==> config.mk <==
export PLATFORM = sky130hd
export DESIGN_NAME = dotted_version_string_compare_flat
export DESIGN_NICKNAME = d
export VERILOG_FILES = /design/src/design/dvsc_pkg.sv /design/src/design/dvsc_if.sv /design/src/design/dotted_version_string_compare.sv /design/src/flat_wrapper.sv
export SDC_FILE = /design/constraint.sdc
export NUM_CORES = 1
export LEC_CHECK = 0
export ABC_CLOCK_PERIOD_IN_PS = 20100
export BUFFER_PORTS_ARGS = -buffer_cell sky130_fd_sc_hd__buf_2
export CORE_MARGIN = 10
export CORE_UTILIZATION = 55
export CTS_BUF_LIST = sky130_fd_sc_hd__clkbuf_8
export DETAILED_ROUTE_END_ITERATION = 7
export PLACE_DENSITY_LB_ADDON = 0.25
export SETUP_SLACK_MARGIN = 0.15
export SYNTH_ARGS = -nofsm -noshare
export SYNTH_HDL_FRONTEND = slang
export SYNTH_SLANG_ARGS = --single-unit
export TNS_END_PERCENT = 50
==> constraint.sdc <==
create_clock -name clk -period 20.1 [get_ports clk]
set_input_delay 1.005 -clock clk [delete_from_list [all_inputs] [get_ports clk]]
set_output_delay 1.005 -clock clk [all_outputs]
set_load 0.05 [all_outputs]
==> src/design/dvsc_pkg.sv <==
// ----------------------------------------------------------------------------
// Dotted version compare package
// Shared constants and types for the dotted version string comparator.
// ----------------------------------------------------------------------------
package dvsc_pkg;

  // Number of dot-separated parts kept for the installed string.
  localparam int MAX_PARTS = 8;
  // Width of one numeric part.
  localparam int PART_BITS = 32;

  // Index into the part store, and a count that can hold MAX_PARTS itself.
  localparam int PIDX_W = (MAX_PARTS > 1) ? $clog2(MAX_PARTS) : 1;
  localparam int PCNT_W = $clog2(MAX_PARTS + 1);

  // Character width.
  localparam int CHAR_W = 8;

  // Comparison outcome, as seen on the result channel.
  typedef enum logic [1:0] {
    ORD_OLDER   = 2'd0,
    ORD_NEWER   = 2'd1,
    ORD_EQUAL   = 2'd2,
    ORD_UNKNOWN = 2'd3
  } order_t;

  // Long form of the optional prefix, matched in lower case.
  localparam logic [CHAR_W-1:0] VER_WORD [8] = '{
    8'h76, 8'h65, 8'h72, 8'h73, 8'h69, 8'h6f, 8'h6e, 8'h20
  };

endpackage

==> src/design/dvsc_if.sv <==
// ----------------------------------------------------------------------------
// Dotted version compare channels
// Valid/ready channels for the character requests and the compare results.
// ----------------------------------------------------------------------------

// Character request channel.
interface dvsc_in_if;
  logic                          valid;
  logic                          ready;
  logic [dvsc_pkg::CHAR_W-1:0]   ch;
  logic                          has_char;
  logic                          which_string;
  logic                          last;

  modport source (output valid, ch, has_char, which_string, last, input ready);
  modport sink   (input valid, ch, has_char, which_string, last, output ready);
endinterface

// Compare result channel.
interface dvsc_out_if;
  logic             valid;
  logic             ready;
  dvsc_pkg::order_t order;

  modport source (output valid, order, input ready);
  modport sink   (input valid, order, output ready);
endinterface

==> src/design/dotted_version_string_compare.sv <==
// ----------------------------------------------------------------------------
// Dotted version string comparator
// Parses an installed and a backup version string one character per request
// and reports whether the installed version is older, newer, equal or
// unknown.
// ----------------------------------------------------------------------------
// The block takes one character request per clock cycle, back to back. Each
// request is captured in an input register, and the parser state, the part
// store and the result register are updated from it when the result register
// is free or being emptied. The rate is set by the single parser step between
// the input register and the result register: one character per cycle. The
// block stops taking requests only while the input register is full and a
// finished result has not yet been taken. Parts of the installed string are
// kept in an eight-entry register store; entries are read only below the
// stored part count, so no clearing pass follows reset.

module dotted_version_string_compare (
  input  logic         clk,
  input  logic         rst_n,
  dvsc_in_if.sink      in_req,
  dvsc_out_if.source   out_res
);

  localparam int PB = dvsc_pkg::PART_BITS;
  localparam int CW = dvsc_pkg::CHAR_W;
  localparam int IW = dvsc_pkg::PIDX_W;
  localparam int NW = dvsc_pkg::PCNT_W;

  // Parser phases.
  typedef enum logic [2:0] {
    PH_LEAD, PH_V1, PH_PREFIX, PH_MID, PH_V2, PH_NUM, PH_FAIL
  } phase_t;

  // Character classes.
  function automatic logic is_space(input logic [CW-1:0] c);
    is_space = (c == 8'd32) || (c >= 8'd9 && c <= 8'd13);
  endfunction

  function automatic logic is_digit(input logic [CW-1:0] c);
    is_digit = (c >= 8'd48) && (c <= 8'd57);
  endfunction

  function automatic logic [CW-1:0] to_lower(input logic [CW-1:0] c);
    to_lower = (c >= 8'd65 && c <= 8'd90) ? c + 8'd32 : c;
  endfunction

  // Input register.
  logic          s1_valid_r;
  logic [CW-1:0] s1_ch_r;
  logic          s1_has_r;
  logic          s1_which_r;
  logic          s1_last_r;

  // Result register.
  logic             out_valid_r, out_valid_nxt;
  dvsc_pkg::order_t out_order_r, out_order_nxt;

  // Parser state.
  phase_t           phase_r, phase_nxt;
  logic [3:0]       pos_r, pos_nxt;
  logic [PB-1:0]    acc_r, acc_nxt;
  logic             hasd_r, hasd_nxt;
  logic [NW-1:0]    pidx_r, pidx_nxt;
  logic             saw_r, saw_nxt;
  logic             sbad_r, sbad_nxt;
  dvsc_pkg::order_t verd_r, verd_nxt;
  logic             open_r, open_nxt;
  logic             owhich_r, owhich_nxt;

  // Installed string summary.
  logic [NW-1:0]    icount_r, icount_nxt;
  logic             ibad_r, ibad_nxt;
  logic             nz_has_r, nz_has_nxt;
  logic [IW-1:0]    nz_idx_r, nz_idx_nxt;
  logic             wnz_has_r, wnz_has_nxt;
  logic [IW-1:0]    wnz_idx_r, wnz_idx_nxt;

  // Part store.
  logic [PB-1:0]    parts_r [dvsc_pkg::MAX_PARTS];
  logic             wr_en;
  logic [IW-1:0]    wr_idx;
  logic [PB-1:0]    wr_data;

  // Step control.
  logic             advance;
  logic             step_en;
  logic             emit;
  logic             dot_close;
  logic             do_close;
  logic [PB+3:0]    acc_x10;
  logic             acc_ovf;
  logic [PB-1:0]    left_part;
  logic [CW-1:0]    lc;

  // Handshake: the input register moves on whenever the result register is
  // free or being emptied.
  assign advance      = !out_valid_r || out_res.ready;
  assign step_en      = s1_valid_r && advance;
  assign in_req.ready = !s1_valid_r || advance;
  assign out_res.valid = out_valid_r;
  assign out_res.order = out_order_r;

  // Next decimal digit: acc * 10 + d, with overflow past the part width.
  assign acc_x10 = {1'b0, acc_r, 3'b000} + {3'b000, acc_r, 1'b0}
                 + {{PB{1'b0}}, s1_ch_r[3:0]};
  assign acc_ovf = |acc_x10[PB+3:PB];
  assign lc      = to_lower(s1_ch_r);

  // Parser step for one character request.
  always_comb begin
    phase_nxt     = phase_r;
    pos_nxt       = pos_r;
    acc_nxt       = acc_r;
    hasd_nxt      = hasd_r;
    pidx_nxt      = pidx_r;
    saw_nxt       = saw_r;
    sbad_nxt      = sbad_r;
    verd_nxt      = verd_r;
    open_nxt      = open_r;
    owhich_nxt    = owhich_r;
    icount_nxt    = icount_r;
    ibad_nxt      = ibad_r;
    nz_has_nxt    = nz_has_r;
    nz_idx_nxt    = nz_idx_r;
    wnz_has_nxt   = wnz_has_r;
    wnz_idx_nxt   = wnz_idx_r;
    wr_en         = 1'b0;
    wr_idx        = pidx_r[IW-1:0];
    wr_data       = acc_r;
    emit          = 1'b0;
    dot_close     = 1'b0;
    do_close      = 1'b0;
    left_part     = '0;
    out_order_nxt = out_order_r;

    if (step_en && (s1_has_r || s1_last_r)) begin
      // A request for the other string abandons the open one.
      if (open_r && (s1_which_r != owhich_r)) begin
        if (!owhich_r) begin
          ibad_nxt   = 1'b1;
          icount_nxt = '0;
        end
        open_nxt = 1'b0;
      end

      // Start a new string.
      if (!open_nxt) begin
        open_nxt    = 1'b1;
        owhich_nxt  = s1_which_r;
        phase_nxt   = PH_LEAD;
        pos_nxt     = 4'd0;
        acc_nxt     = '0;
        hasd_nxt    = 1'b0;
        pidx_nxt    = '0;
        saw_nxt     = 1'b0;
        sbad_nxt    = 1'b0;
        verd_nxt    = dvsc_pkg::ORD_EQUAL;
        wnz_has_nxt = 1'b0;
        wnz_idx_nxt = '0;
        if (!s1_which_r) begin
          icount_nxt = '0;
          ibad_nxt   = 1'b0;
          nz_has_nxt = 1'b0;
        end
      end

      // Character handling.
      if (s1_has_r) begin
        unique case (phase_nxt)
          PH_LEAD: begin
            if (is_space(s1_ch_r)) begin
              phase_nxt = PH_LEAD;
            end else if (lc == 8'h76) begin
              phase_nxt = PH_V1;
              pos_nxt   = 4'd1;
            end else if (is_digit(s1_ch_r)) begin
              phase_nxt = PH_NUM;
              acc_nxt   = PB'(s1_ch_r[3:0]);
              hasd_nxt  = 1'b1;
              saw_nxt   = 1'b0;
            end else begin
              sbad_nxt  = 1'b1;
              phase_nxt = PH_FAIL;
            end
          end
          PH_V1: begin
            if (lc == 8'h65) begin
              phase_nxt = PH_PREFIX;
              pos_nxt   = 4'd2;
            end else if (is_digit(s1_ch_r)) begin
              phase_nxt = PH_NUM;
              acc_nxt   = PB'(s1_ch_r[3:0]);
              hasd_nxt  = 1'b1;
              saw_nxt   = 1'b0;
            end else begin
              sbad_nxt  = 1'b1;
              phase_nxt = PH_FAIL;
            end
          end
          PH_PREFIX: begin
            // After "ver" the short and long forms part ways.
            if (pos_nxt == 4'd3) begin
              if (lc == 8'h73) begin
                pos_nxt = 4'd4;
              end else if (s1_ch_r == 8'h2e) begin
                pos_nxt = 4'd8;
              end else if (s1_ch_r == 8'h20) begin
                phase_nxt = PH_MID;
              end else begin
                sbad_nxt  = 1'b1;
                phase_nxt = PH_FAIL;
              end
            end else if (pos_nxt == 4'd8) begin
              if (s1_ch_r == 8'h20) begin
                phase_nxt = PH_MID;
              end else begin
                sbad_nxt  = 1'b1;
                phase_nxt = PH_FAIL;
              end
            end else if (pos_nxt < 4'd8 && lc == dvsc_pkg::VER_WORD[pos_nxt[2:0]]) begin
              if (pos_nxt == 4'd7) begin
                phase_nxt = PH_MID;
              end else begin
                pos_nxt = pos_nxt + 4'd1;
              end
            end else begin
              sbad_nxt  = 1'b1;
              phase_nxt = PH_FAIL;
            end
          end
          PH_MID: begin
            if (is_space(s1_ch_r)) begin
              phase_nxt = PH_MID;
            end else if (lc == 8'h76) begin
              phase_nxt = PH_V2;
            end else if (is_digit(s1_ch_r)) begin
              phase_nxt = PH_NUM;
              acc_nxt   = PB'(s1_ch_r[3:0]);
              hasd_nxt  = 1'b1;
              saw_nxt   = 1'b0;
            end else begin
              sbad_nxt  = 1'b1;
              phase_nxt = PH_FAIL;
            end
          end
          PH_V2: begin
            if (is_digit(s1_ch_r)) begin
              phase_nxt = PH_NUM;
              acc_nxt   = PB'(s1_ch_r[3:0]);
              hasd_nxt  = 1'b1;
              saw_nxt   = 1'b0;
            end else begin
              sbad_nxt  = 1'b1;
              phase_nxt = PH_FAIL;
            end
          end
          PH_NUM: begin
            if (is_digit(s1_ch_r)) begin
              if (saw_nxt || acc_ovf) begin
                sbad_nxt  = 1'b1;
                phase_nxt = PH_FAIL;
              end else begin
                acc_nxt  = acc_x10[PB-1:0];
                hasd_nxt = 1'b1;
              end
            end else if (s1_ch_r == 8'h2e) begin
              if (saw_nxt) begin
                sbad_nxt  = 1'b1;
                phase_nxt = PH_FAIL;
              end else begin
                dot_close = 1'b1;
              end
            end else if (is_space(s1_ch_r)) begin
              saw_nxt = 1'b1;
            end else begin
              sbad_nxt  = 1'b1;
              phase_nxt = PH_FAIL;
            end
          end
          default: begin
            phase_nxt = phase_nxt;
          end
        endcase
      end

      // Close a part on a dot, or on the end of a string inside a number.
      do_close = dot_close || (s1_last_r && phase_nxt == PH_NUM && !sbad_nxt);
      if (do_close) begin
        if (!hasd_nxt || pidx_nxt >= NW'(dvsc_pkg::MAX_PARTS)) begin
          sbad_nxt  = 1'b1;
          phase_nxt = PH_FAIL;
        end else begin
          if (!owhich_nxt) begin
            wr_en   = 1'b1;
            wr_idx  = pidx_nxt[IW-1:0];
            wr_data = acc_nxt;
            if (acc_nxt != '0) begin
              wnz_has_nxt = 1'b1;
              wnz_idx_nxt = pidx_nxt[IW-1:0];
            end
          end else if (verd_nxt == dvsc_pkg::ORD_EQUAL) begin
            // Stored installed part at this index; missing parts read as zero.
            if (pidx_nxt < icount_nxt) begin
              left_part = parts_r[pidx_nxt[IW-1:0]];
            end
            if (left_part < acc_nxt) begin
              verd_nxt = dvsc_pkg::ORD_OLDER;
            end else if (left_part > acc_nxt) begin
              verd_nxt = dvsc_pkg::ORD_NEWER;
            end
          end
          pidx_nxt = pidx_nxt + NW'(1);
          acc_nxt  = '0;
          hasd_nxt = 1'b0;
        end
      end

      // End of string: commit the installed summary or decide the result.
      if (s1_last_r) begin
        if (dot_close || !do_close) begin
          sbad_nxt  = 1'b1;
          phase_nxt = PH_FAIL;
        end
        open_nxt = 1'b0;
        if (!owhich_nxt) begin
          if (sbad_nxt) begin
            ibad_nxt   = 1'b1;
            icount_nxt = '0;
          end else begin
            icount_nxt = pidx_nxt;
            nz_has_nxt = wnz_has_nxt;
            nz_idx_nxt = wnz_idx_nxt;
          end
        end else begin
          emit = 1'b1;
          if (ibad_nxt || sbad_nxt) begin
            out_order_nxt = dvsc_pkg::ORD_UNKNOWN;
          end else if (verd_nxt != dvsc_pkg::ORD_EQUAL) begin
            out_order_nxt = verd_nxt;
          end else if (nz_has_nxt && pidx_nxt < icount_nxt
                       && pidx_nxt <= NW'(nz_idx_nxt)) begin
            out_order_nxt = dvsc_pkg::ORD_NEWER;
          end else begin
            out_order_nxt = dvsc_pkg::ORD_EQUAL;
          end
        end
      end
    end

    // Result register: load a new result, or drop one that was taken.
    if (emit) begin
      out_valid_nxt = 1'b1;
    end else if (out_res.ready) begin
      out_valid_nxt = 1'b0;
    end else begin
      out_valid_nxt = out_valid_r;
    end
  end

  // Input register payload.
  always_ff @(posedge clk) begin
    if (in_req.valid && in_req.ready) begin
      s1_ch_r    <= in_req.ch;
      s1_has_r   <= in_req.has_char;
      s1_which_r <= in_req.which_string;
      s1_last_r  <= in_req.last;
    end
  end

  // Part store of the installed string.
  always_ff @(posedge clk) begin
    if (wr_en) begin
      parts_r[wr_idx] <= wr_data;
    end
  end

  // Parser state, handshake state and the result register.
  always_ff @(posedge clk) begin
    if (!rst_n) begin
      s1_valid_r  <= 1'b0;
      out_valid_r <= 1'b0;
      out_order_r <= dvsc_pkg::ORD_EQUAL;
      phase_r     <= PH_LEAD;
      pos_r       <= 4'd0;
      acc_r       <= '0;
      hasd_r      <= 1'b0;
      pidx_r      <= '0;
      saw_r       <= 1'b0;
      sbad_r      <= 1'b0;
      verd_r      <= dvsc_pkg::ORD_EQUAL;
      open_r      <= 1'b0;
      owhich_r    <= 1'b0;
      icount_r    <= '0;
      ibad_r      <= 1'b0;
      nz_has_r    <= 1'b0;
      nz_idx_r    <= '0;
      wnz_has_r   <= 1'b0;
      wnz_idx_r   <= '0;
    end else begin
      if (in_req.valid && in_req.ready) begin
        s1_valid_r <= 1'b1;
      end else if (advance) begin
        s1_valid_r <= 1'b0;
      end
      out_valid_r <= out_valid_nxt;
      out_order_r <= out_order_nxt;
      phase_r     <= phase_nxt;
      pos_r       <= pos_nxt;
      acc_r       <= acc_nxt;
      hasd_r      <= hasd_nxt;
      pidx_r      <= pidx_nxt;
      saw_r       <= saw_nxt;
      sbad_r      <= sbad_nxt;
      verd_r      <= verd_nxt;
      open_r      <= open_nxt;
      owhich_r    <= owhich_nxt;
      icount_r    <= icount_nxt;
      ibad_r      <= ibad_nxt;
      nz_has_r    <= nz_has_nxt;
      nz_idx_r    <= nz_idx_nxt;
      wnz_has_r   <= wnz_has_nxt;
      wnz_idx_r   <= wnz_idx_nxt;
    end
  end

  // A failed installed string leaves no stored parts to compare against.
  a_bad_empty: assert property (@(posedge clk) disable iff (!rst_n)
    ibad_r |-> (icount_r == '0))
    else $error("installed string marked bad with a nonzero part count");

  // The last nonzero installed part lies below the stored part count.
  a_nz_in_range: assert property (@(posedge clk) disable iff (!rst_n)
    (nz_has_r && !ibad_r) |-> (NW'(nz_idx_r) < icount_r))
    else $error("nonzero part index beyond the installed part count");

  // The part index and the installed part count never exceed the store depth.
  a_pidx_range: assert property (@(posedge clk) disable iff (!rst_n)
    (pidx_r <= NW'(dvsc_pkg::MAX_PARTS)) && (icount_r <= NW'(dvsc_pkg::MAX_PARTS)))
    else $error("part index or count beyond the store depth");

  // A new result only follows the last character of a backup string.
  a_result_cause: assert property (@(posedge clk) disable iff (!rst_n)
    $rose(out_valid_r) |-> $past(s1_valid_r && s1_which_r && s1_last_r))
    else $error("result raised without a final backup character");

endmodule
==> src/flat_wrapper.sv <==
// flat-port wrapper written by rule: the top's interface ports become plain ports
module dotted_version_string_compare_flat 
  (clk, rst_n, in_req_valid, in_req_ch, in_req_has_char, in_req_which_string, in_req_last, in_req_ready, out_res_valid, out_res_order, out_res_ready);
  dvsc_in_if in_req_i ();
  dvsc_out_if out_res_i ();
  input  logic clk;
  input  logic rst_n;
  input wire logic [$bits(in_req_i.valid)-1:0] in_req_valid;
  input wire logic [$bits(in_req_i.ch)-1:0] in_req_ch;
  input wire logic [$bits(in_req_i.has_char)-1:0] in_req_has_char;
  input wire logic [$bits(in_req_i.which_string)-1:0] in_req_which_string;
  input wire logic [$bits(in_req_i.last)-1:0] in_req_last;
  output wire logic [$bits(in_req_i.ready)-1:0] in_req_ready;
  output wire logic [$bits(out_res_i.valid)-1:0] out_res_valid;
  output wire logic [$bits(out_res_i.order)-1:0] out_res_order;
  input wire logic [$bits(out_res_i.ready)-1:0] out_res_ready;
  assign in_req_i.valid = in_req_valid;
  assign in_req_i.ch = in_req_ch;
  assign in_req_i.has_char = in_req_has_char;
  assign in_req_i.which_string = in_req_which_string;
  assign in_req_i.last = in_req_last;
  assign in_req_ready = in_req_i.ready;
  assign out_res_valid = out_res_i.valid;
  assign out_res_order = out_res_i.order;
  assign out_res_i.ready = out_res_ready;
  dotted_version_string_compare u_core (.clk(clk), .rst_n(rst_n), .in_req(in_req_i), .out_res(out_res_i));
endmodule
# --- After elaboration in Yosys (flattened, before gate mapping) ---
# Memory sizes are Yosys's and may differ from the RTL's.
# Index checks and enable logic that the tools add are counted.
word_totals:
  regBits: 78
  n_memories: 2
  mem_bits_rw: 256
  output_inout_bits: 4
  wordCells: 289
  input_bits: 15
  rom_bits: 64
op_classes:
  n_mux: 190
  reduce_logical: 34
  n_eq_ne: 18
  magnitude_cmp: 14
  n_bitwise: 3
  add_sub_neg: 5
mem_list:
  columns: ["memory", "depth", "word_bits", "rd", "rd_clocked_by_memory_dff", "wr", "line", "source"]
  rows:
  - ["u_core.parts_r", 8, 32, 1, 0, 1, "dotted_version_string_compare.sv:79", "logic [PB-1:0] parts_r [dvsc_pkg::MAX_PARTS];"]
  - ["(name not given)", 8, 8, 1, 0, 0, "dotted_version_string_compare.sv:220", "end else if (pos_nxt < 4'd8 && lc == dvsc_pkg::VER_WORD[pos_nxt[2:0]]) begin"]
ops:
  columns: ["op", "count"]
  rows:
  - ["$mux W32", 21]
  - ["$pmux W32 S4", 1]
  - ["$mux W4", 25]
  - ["$mux W3", 33]
  - ["$mux W1", 88]
  - ["$add A35 B33 Y36", 1]
  - ["$add A36 B4 Y36", 1]
  - ["$gt A32 B32 Y1", 1]
  - ["$lt A32 B32 Y1", 1]
  - ["$reduce_bool A32 Y1", 1]
  - ["$mux W2", 14]
  - ["$eq A8 B7 Y1 const B", 3]
  - ["$mux W8", 3]
  - ["$pmux W3 S6", 1]
  - ["$eq A8 B6 Y1 const B", 2]
  - ["$logic_and A1 B1 Y1", 12]
  - ["$pmux W4 S3", 1]
  - ["$eq A3 B3 Y1 const B", 3]
  - ["$logic_or A1 B1 Y1", 9]
  - ["$add A4 B1 Y4 const B", 2]
  - ["$add A8 B6 Y8 const B", 1]
  - ["$eq A8 B8 Y1", 1]
  - ["$ge A4 B4 Y1 const B", 2]
  - ["$ge A8 B4 Y1 const B", 1]
  - ["27 further kinds", 36]

# --- Longest topological paths before layout ---
# Gate-level depths: netlist (run 1).
depth:
  word_depth: 36
  mapped_depth: 30
  depth_no_buf: 27

# --- Least setup slack after synthesis (run 1) ---
# Ideal clock, no wire load.
synth_timing:
  path_type: "register -> register"
  from: "register u_core.s1_ch_r[3]"
  to: "memory u_core.parts_r[1][0] (netlist name) (enable)"
  setup_ns: 0.501
  path_buffers: 3
  synth_period_minus_slack_ns: 8.071
  t_arrival_ns: 7.570
  required_time_ns: 19.599
  slack_ns: 12.029
  path_stages_with_launch: 19
  cell_sequence: "edfxtp_1 clkbuf_1 inv_1 fa_1 inv_1 ha_1 a21oi_1 nand4b_1 a21oi_1 o21ai_0 o211ai_1 mux2_2 buf_6 nor4_2 o21ai_2 a21oi_2 nand2_1 clkbuf_1 nor4_1"
synth_via:
  elab_chain_len: 19
  elab_cells_between_ends: 87
  classes_between: "2 x add/sub; 6 x order compare; 7 x eq/ne; 59 x mux; 13 x reduce/logical"
synth_lines:
  columns: ["item", "line", "source"]
  rows:
  - ["start, declared", "dotted_version_string_compare.sv:49", "logic [CW-1:0] s1_ch_r;"]
  - ["start signal, assigned", "dotted_version_string_compare.sv:363", "s1_ch_r <= in_req.ch;"]
  - ["$ge A8 B7 Y1 or $le A8 B7 Y1 (tied branches)", "dotted_version_string_compare.sv:44", "to_lower = (c >= 8'd65 && c <= 8'd90) ? c + 8'd32 : c;"]
  - ["$logic_and A1 B1 Y1", "dotted_version_string_compare.sv:44", null]
  - ["$mux W8", "dotted_version_string_compare.sv:44", null]
  - ["$eq A8 B8 Y1", "dotted_version_string_compare.sv:220", null]
  - ["$logic_and A1 B1 Y1", "dotted_version_string_compare.sv:220", null]
  - ["$mux W3", "dotted_version_string_compare.sv:220", null]
  - ["$mux W3", "dotted_version_string_compare.sv:213", "end else if (pos_nxt == 4'd8) begin"]
  - ["$mux W3", "dotted_version_string_compare.sv:202", "if (pos_nxt == 4'd3) begin"]
  - ["[2 not listed]", null, null]
  - ["$mux W3", "dotted_version_string_compare.sv:136", "if (step_en && (s1_has_r || s1_last_r)) begin"]
  - ["$eq A3 B3 Y1", "dotted_version_string_compare.sv:287", "do_close = dot_close || (s1_last_r && phase_nxt == PH_NUM && !sbad_nxt);"]
  - ["$logic_and A1 B1 Y1 (2 in series)", "dotted_version_string_compare.sv:287", null]
  - ["$logic_or A1 B1 Y1", "dotted_version_string_compare.sv:287", null]
  - ["$mux W1", "dotted_version_string_compare.sv:288", "if (do_close) begin"]
  - ["$mux W1", "dotted_version_string_compare.sv:136", null]
  - ["$mux W1", "dotted_version_string_compare.sv:372", "if (wr_en) begin"]
  - ["$mux W1 (not written as such)", "dotted_version_string_compare.sv:373", "parts_r[wr_idx] <= wr_data;"]
  - ["end, declared", "dotted_version_string_compare.sv:79", null]
# Several ways; a longest one is shown, not always the timed one. The select of a mux whose other input is x is not followed.

# --- Final worst setup path (run 1) ---
layout_timing:
  from: "register u_core.s1_ch_r[3]"
  to: "register u_core.out_order_r[0], in the netlist u_core.out_res.order[0]"
layout_via:
  elab_chain_len: 23
  elab_cells_between_ends: 116
  classes_between: "2 x add/sub; 10 x order compare; 8 x eq/ne; 78 x mux; 18 x reduce/logical"
layout_lines:
  columns: ["item", "line", "source"]
  rows:
  - ["branches (longest 22 deep; another with $add A36 B4 Y36)", null, null]
  - ["$mux W2 (*)", "dotted_version_string_compare.sv:336", "if (ibad_nxt || sbad_nxt) begin"]
  - ["end signal, assigned", "dotted_version_string_compare.sv:382", "out_order_r <= dvsc_pkg::ORD_EQUAL;"]
  - ["end signal, assigned", "dotted_version_string_compare.sv:406", "out_order_r <= out_order_nxt;"]
  - ["end, declared", "dotted_version_string_compare.sv:56", "dvsc_pkg::order_t out_order_r, out_order_nxt;"]
# Mark *: on every way between the ends. The select of a mux whose other input is x is not followed.
# A chain may end at the register's enable or synchronous reset.

==> results of run 1 <==
==> state kept, by name, indices dropped and copies added (netlist names), 2 cells and up <==
| register | flops |
|---|---|
| u_core.pos_r | 4 |
| u_core.phase_r | 3 |
| u_core.icount_r | 4 |
| u_core.parts_r | 256 |
| u_core.pidx_r | 4 |
| u_core.nz_idx_r | 3 |
| u_core.acc_r | 32 |
| u_core.out_res.order | 2 |
| u_core.s1_ch_r | 8 |
| u_core.verd_r | 2 |
| u_core.wnz_idx_r | 3 |
==> per-layer routing <==
layer	part of all wire [%]	vias up	global-route usage, %
met5	0	-	0
met3	6.9	111	4.29
li1	-	7474	-
met1	43	7776	31.4
met2	48	650	40.4
met4	2.6	0	7.27
==> per-stage QoR <==
stage	cells	utilization, %	total power, mW	hold WS [ns]	worst slack, ns
finish	2474	59.9	1.44	0.480	12.51
detailed placement	2376	56.9	0.888	0.465	12.73
global placement	2376	56.9	0.886	0.453	12.94
global route	2474	59.9	1.49	0.504	12.00
CTS	2474	59.9	1.45	0.481	12.71
floorplan	2012	-	0.855	0.436	12.03
==> cell type report <==
type / instances / area [um2]
multi-input combinational: 1503 / 9400
inverter: 41 / 154
clock buffer: 58 / 798
clock inverter: 40 / 224
fill: 2946 / 13900
timing repair buffer: 43 / 278
sequential: 334 / 9360
tap: 455 / 569
==> logic make-up after synthesis <==
| group | after synthesis | share of synthesized area [%] |
|---|---|---|
| flip-flops | 334 | 48.2 |
| buffers and inverters | 175 | 3.67 |
| AO/OA/AOI/OAI | 534 | 18.1 |
| AND/OR/NAND/NOR | 777 | 18.5 |
| XOR/XNOR | 34 | 1.57 |
| multiplexers | 44 | 2.49 |
| adder cells (fa/ha/maj) | 114 | 7.43 |
==> placed cells by master (no fill, tap or decap), types with 24 or more instances in the layout <==
cell type / synthesis / final
dfxtp_1: 67 / 65
buf_4: 0 / 25
a21o_1: 34 / 34
nor2_1: 193 / 192
a22oi_1: 24 / 24
a21oi_1: 157 / 156
inv_1: 40 / 53
ha_1: 112 / 112
clkbuf_8: 0 / 58
nand2_1: 309 / 306
a31oi_1: 77 / 77
edfxtp_1: 267 / 267
nand3_1: 98 / 98
nor3_1: 29 / 26
mux2_2: 35 / 35
o21ai_0: 62 / 62
a211oi_1: 40 / 40
==> path summary, 6_finish.rpt <==
check                                              startpoint                                    to  slack [ns]  depth (start not counted)
worst max register to register    u_core.s1_ch_r[3]$_DFFE_PP_  u_core.out_res.order[0]$_SDFFE_PN0P_       12.51                         26
worst min-delay path            u_core.verd_r[1]$_SDFFE_PN1P_         u_core.verd_r[1]$_SDFFE_PN1P_        0.48                          2
worst max-delay path              u_core.s1_ch_r[3]$_DFFE_PP_  u_core.out_res.order[0]$_SDFFE_PN0P_       12.51                         26
worst min register to register  u_core.verd_r[1]$_SDFFE_PN1P_         u_core.verd_r[1]$_SDFFE_PN1P_        0.48                          2
==> power by group through the flow <==
stage | Combinational, mW | Sequential [mW] | Clock [mW]
global route | 0.124 | 0.764 | 0.606
global placement | 0.108 | 0.777 | 0
CTS | 0.111 | 0.763 | 0.575
floorplan | 0.0853 | 0.770 | 0
finish | 0.113 | 0.763 | 0.566
detailed placement | 0.110 | 0.777 | 0
==> critical path: cells and delay by family (launching register included) <==
family / cells / cell delay (ns)
adders and majority gates: 3 / 1.17
muxes: 1 / 0.53
DFF: 1 / 0.60
buffers and inverters: 2 / 0.19
and+or+nand+nor: 5 / 1.74
AOI/OAI and AO/OA: 15 / 3.24
==> flow_metrics.env, run 1 <==
export IMPL_synthesis_nets=2141
export IMPL_drive_gt1_share_pct=9.41
export IMPL_die_y_um=208
export IMPL_yosys_top_cells_area="edfxtp_1 (41%), ha_1 (7.2%), dfxtp_1 (6.9%), nand2_1 (6.0%), a21oi_1 (4.0%)"
export IMPL_numCtsBuffers=55
export IMPL_antenna_found_initial=0
export IMPL_yosysSeqAreaShare_pct=48.2
export IMPL_clkSlewWorstSetupHoldPaths_ns=0.07
export IMPL_ir_drop_mv=0.0567
export IMPL_switching_share_pct=25.2
export IMPL_core_area_um2=34700
export IMPL_overflow=0
export IMPL_end_kind="flop"
export IMPL_clockBufferDepth=3
export IMPL_syn_inst=2012
export IMPL_power_leakage_nw=7.90
export IMPL_slew_headroom_pct=12.5
export IMPL_syn_area_per_cell_um2=9.65
export IMPL_final_area_um2=20800
export IMPL_gp_congestion=0.965
export IMPL_slowest_delay_ns=0.83
export IMPL_clkLatencyLatePin_ns=0.65
export IMPL_synth_area_leader_cell="edfxtp_1"
export IMPL_synthArstFlopShare_pct=0
export IMPL_setup_viol=0
export IMPL_die_area_um2=43200
export IMPL_slew_violations=0
export IMPL_grt_pass1_vias=15200
export IMPL_dp_hpwl_mm=36.3
export IMPL_drt_iter0_drc=1553
export IMPL_cts_hold_buf=0
export IMPL_drt_drc_violations_left=0
export IMPL_die_x_um=208
export IMPL_syn_area_um2=19400
export IMPL_antenna_cells=0
export IMPL_grt_pass1_wl_mm=85.5
export IMPL_wire_per_inst_um=22.0
export IMPL_synth_most_common_cell="nand2_1"
export IMPL_cts_sinks=334
export IMPL_place_area_um2=19800
export IMPL_wirelength_mm=54.5
export IMPL_synth_edf_count=267
export IMPL_cts_tree="done"
export IMPL_nets=2107
export IMPL_synth_seq_cells=334
export IMPL_combPwrFrac_pct=7.8
export IMPL_cts_resized=0
export IMPL_drtPass1Iterations=5
export IMPL_finalClockSkew_ns=0.0391
export IMPL_intPower_mw=1.08
export IMPL_period_share_pct=37.7
export IMPL_ant_nets=0
export IMPL_start_util_pct=55.9
export IMPL_p_sw_uw=363
export IMPL_status="complete, no violations"
export IMPL_synth_top_area_share_pct=41.3
export IMPL_power_density_nw_per_um2=69.4
export IMPL_fmaxAchievable_ghz=0.132
export IMPL_final_setup_tns_ns=0
export IMPL_worst_pin_slew_ns=1.30
export IMPL_path_max_fanout=14
export IMPL_worst_ep_arrival_time_ns=8.13
export IMPL_min_period_ns=7.59
export IMPL_ios=19
export IMPL_root_buffer="clkbuf_8"
export IMPL_h_tree_depth=2
export IMPL_drv_cap=0
export IMPL_track_usage_pct=24.2
export IMPL_rsz0062_at_grt="no"
export IMPL_yosysWarnings=0
export IMPL_hold_path_class="reg -> reg"
export IMPL_hold_viol=0
export IMPL_synthDistinctLibCells=87
export IMPL_port_buffers=18
export IMPL_vias_per_cell=6.47
export IMPL_vias=16000
export IMPL_synth_ff_type="edfxtp_1"
export IMPL_crit_required_ns=20.64
export IMPL_synth_common_cells="nand2_1 (309), edfxtp_1 (267), nor2_1 (193), a21oi_1 (157), ha_1 (112)"
export IMPL_p_seq_share_pct=52.9
export IMPL_crit_type="reg -> reg"
export IMPL_critPathLaunchType="flop"
export IMPL_num_rows=68
export IMPL_grt_max_degree=73
export IMPL_clkPwrFrac_pct=39.3
export IMPL_area_delta_synth_final_pct=7.11
export IMPL_crit_slowest_cell="nor4_1"
export IMPL_path_common_cell="a21o_1"
export IMPL_cts_setup_buffers=0
(Power assumes the default switching activity.)
==> run 2: changes to the inputs <==
--- a/config.mk
+++ b/config.mk
@@ -5,7 +5,8 @@
 export SDC_FILE = /design/constraint.sdc
 export NUM_CORES = 1
 export LEC_CHECK = 0
-export ABC_CLOCK_PERIOD_IN_PS = 20100
+export ABC_AREA = 1
+export ABC_CLOCK_PERIOD_IN_PS = 6200
 export BUFFER_PORTS_ARGS = -buffer_cell sky130_fd_sc_hd__buf_2
 export CORE_MARGIN = 10
 export CORE_UTILIZATION = 55
==> constraint.sdc (replaced) <==
create_clock -name clk -period 6.2 [get_ports clk]
set_input_delay 0.31 -clock clk [delete_from_list [all_inputs] [get_ports clk]]
set_output_delay 0.31 -clock clk [all_outputs]
set_load 0.05 [all_outputs]
==> flow_metrics.env, run 2 <==
export IMPL_status="complete, no violations"
export IMPL_ios=19
export IMPL_met3_usage_pct=3.38
export IMPL_min_period_ns=5.61
export IMPL_power_density_nw_per_um2=206
export IMPL_crit_slowest_cell="fa_1"
export IMPL_fillers=2999
export IMPL_hold_depth=3
export IMPL_synth_edf_count=267
export IMPL_antenna_found_initial=0
export IMPL_hold_end="u_core.pidx_r[1]$_SDFFE_PN0P_"
export IMPL_r2r_cells=41
export IMPL_largest_register_ffs=256
export IMPL_fin_ws_ns=0.593
export IMPL_mostFrequentLayoutCells="nand2_1 (574), edfxtp_1 (267), inv_1 (235)"
export IMPL_crit_family="simple AND/OR/NAND/NOR gates"
export IMPL_vias=16800
export IMPL_cts_tree="done"
export IMPL_num_rows=68
export IMPL_path_max_fanout=37
export IMPL_drive_gt1_share_pct=9.83
export IMPL_start_util_pct=56.1
export IMPL_synthArstFlopShare_pct=0
export IMPL_clockBufferDepth=3
export IMPL_synth_seq_cells=334
export IMPL_slowest_delay_ns=0.54
export IMPL_crit_required_ns=6.73
export IMPL_root_buffer="clkbuf_8"
export IMPL_setup_viol=0
export IMPL_final_area_um2=21500
export IMPL_period_share_pct=90.4
export IMPL_syn_area_per_cell_um2=8.59
export IMPL_cts_sinks=334
export IMPL_wire_per_inst_um=19.5
export IMPL_syn_area_um2=19500
export IMPL_vias_per_cell=5.96
export IMPL_power_leakage_nw=8.85
export IMPL_final_util_pct=61.8
export IMPL_yosys_top_cells_area="edfxtp_1 (41%), nand2_1 (11%), ha_1 (7.2%), dfxtp_1 (6.9%), a21oi_1 (4.8%)"
export IMPL_die_y_um=208
export IMPL_reg_largest_list="u_core.parts_r: 256 flops, u_core.acc_r: 32 flops, u_core.s1_ch_r: 8 flops"
export IMPL_drtPass1Iterations=5
export IMPL_path_common_cell="nand2_1"
export IMPL_numCtsBuffers=53
export IMPL_synthesis_nets=2402
export IMPL_core_area_um2=34800
export IMPL_wirelength_mm=54.8
export IMPL_fmaxAchievable_ghz=0.178
export IMPL_crit_type="reg -> reg"
export IMPL_hold_viol=0
export IMPL_drv_cap=0
export IMPL_track_usage_pct=24.6
export IMPL_hold_slack_ns=0.103
export IMPL_rsz0062_at_grt="no"
export IMPL_ir_drop_mv=0.171
export IMPL_yosysWarnings=0
export IMPL_die_area_um2=43400
export IMPL_r2r_start="u_core.s1_ch_r[3]$_DFFE_PP_"
export IMPL_grt_max_degree=130
export IMPL_critPathLaunchType="flop"
export IMPL_hold_path_class="in -> reg"
export IMPL_h_tree_depth=2
export IMPL_worst_path_buf_inv=6
export IMPL_dp_hpwl_mm=38.2
export IMPL_timing_rr_end="u_core.out_res.order[1]$_SDFFE_PN1P_"
export IMPL_final_common_cell="nand2_1"
export IMPL_synthDistinctLibCells=61
export IMPL_met1_usage_pct=34.9
export IMPL_gp_congestion=0.944
export IMPL_nets=2449
export IMPL_synth_common_cells="nand2_1 (576), edfxtp_1 (267), inv_1 (219), a21oi_1 (186), nor2_1 (175)"
export IMPL_met2_usage_pct=38.2
export IMPL_finalClockSkew_ns=0.0217
export IMPL_worst_ep_arrival_time_ns=6.14
export IMPL_synth_area_leader_cell="edfxtp_1"
export IMPL_clkSlewWorstSetupHoldPaths_ns=0.06
export IMPL_final_setup_tns_ns=0
export IMPL_end_kind="flop"
export IMPL_place_area_um2=20300
export IMPL_slew_violations=0
export IMPL_syn_inst=2273
export IMPL_drt_iter0_drc=1550
export IMPL_hold_start="rst_n"
export IMPL_port_buffers=18
export IMPL_area_delta_synth_final_pct=10.2
export IMPL_clkLatencyLatePin_ns=0.65
export IMPL_grt_pass1_wl_mm=86.8
export IMPL_dp_cells=2706
export IMPL_total_power_mw=4.42
export IMPL_ant_nets=0
export IMPL_rrSetupSlack_ns=0.59
export IMPL_synth_most_common_cell="nand2_1"
export IMPL_synth_ff_type="edfxtp_1"
export IMPL_slew_headroom_pct=34.4
export IMPL_overflow=0
export IMPL_place_ws_ns=0.342
export IMPL_antenna_cells=0
export IMPL_synth_top_area_share_pct=41.1
export IMPL_yosysSeqAreaShare_pct=47.9
export IMPL_grt_pass1_vias=15800
export IMPL_largest_register="u_core.parts_r"
export IMPL_finalNonFillerCells=2814
export IMPL_drt_drc_violations_left=0
export IMPL_top_usage_layer="met2"
export IMPL_die_x_um=208
export IMPL_worst_pin_slew_ns=0.973
[run 2: cell count changes after synthesis, sizes merged, moves of 33 or more]
cell / change
nand2: +281
inv: +197
o21ai: +105
a31oi: -69
a221oi: +58
a211oi: -37
mux2: -35
a21o: -33
[run 2: power by group]
part | internal, mW | leakage [nW] | switching, mW | total (mW)
combinational | 0.0762 | 5.26 | 0.167 | 0.244
clock | 0.878 | 0.564 | 0.875 | 1.75
sequential | 2.40 | 3.02 | 0.0174 | 2.42
[run 2: how the worst max path moves through the flow]
| stage | from | endpoint | slack, ns | cells after the start |
|---|---|---|---|---|
| 2_1_floorplan | u_core.s1_ch_r[3]$_DFFE_PP_ | u_core.parts_r[3][0]$_DFFE_PP_ | -0.02 | 29 |
| 3_3_place_gp | u_core.s1_ch_r[3]$_DFFE_PP_ | u_core.out_res.order[1]$_SDFFE_PN1P_ | 0.41 | 40 |
| 3_5_place_dp | u_core.s1_ch_r[3]$_DFFE_PP_ | u_core.out_res.order[1]$_SDFFE_PN1P_ | 0.34 | 40 |
| 4_1_cts | u_core.s1_ch_r[3]$_DFFE_PP_ | u_core.out_res.order[1]$_SDFFE_PN1P_ | 0.32 | 44 |
| 5_1_grt | u_core.s1_ch_r[3]$_DFFE_PP_ | u_core.out_res.order[1]$_SDFFE_PN1P_ | 0.14 | 41 |
| 6_report | u_core.s1_ch_r[3]$_DFFE_PP_ | u_core.out_res.order[1]$_SDFFE_PN1P_ | 0.59 | 41 |
[run 2: worst min-delay path, delay by kind of cell]
family	cells	cell delay, ns
buffers and inverters	1	0.22
AO/OA/AOI/OAI	2	0.17
[run 2: layout make-up]
type	count	area (um2)	share of cell area, %
Sequential cell	334	9360	43.5
Tap cell	455	569	2.65
Multi-Input combinational cell	1603	8930	41.5
Clock inverter	38	209	0.972
Clock buffer	56	771	3.58
Inverter	241	915	4.25
Timing Repair Buffer	87	753	3.50
[run 2: what timing repair did]
item	CTS	global route
buffers inserted	0	1
hold endpoints to repair	13	0
hold buffers	13	0
gates resized for setup	0	22
endpoints found under the setup margin	0	4
[run 2: cell families after synthesis]
group	after synthesis	share of synthesized area (%)
AND/OR/NAND/NOR	929	20.0
AO/OA/AOI/OAI	537	16.8
buffers and inverters	336	6.83
flip-flops	334	47.9
adder cells (fa/ha/maj)	114	7.38
XOR/XNOR	23	1.03
[run 2: routing by layer]
| metal | routed length, um | up-vias |
|---|---|---|
| met5 | 0 | - |
| met4 | 1350 | 0 |
| met3 | 4040 | 89 |
| met2 | 24900 | 661 |
| met1 | 24400 | 7995 |
| li1 | - | 8018 |
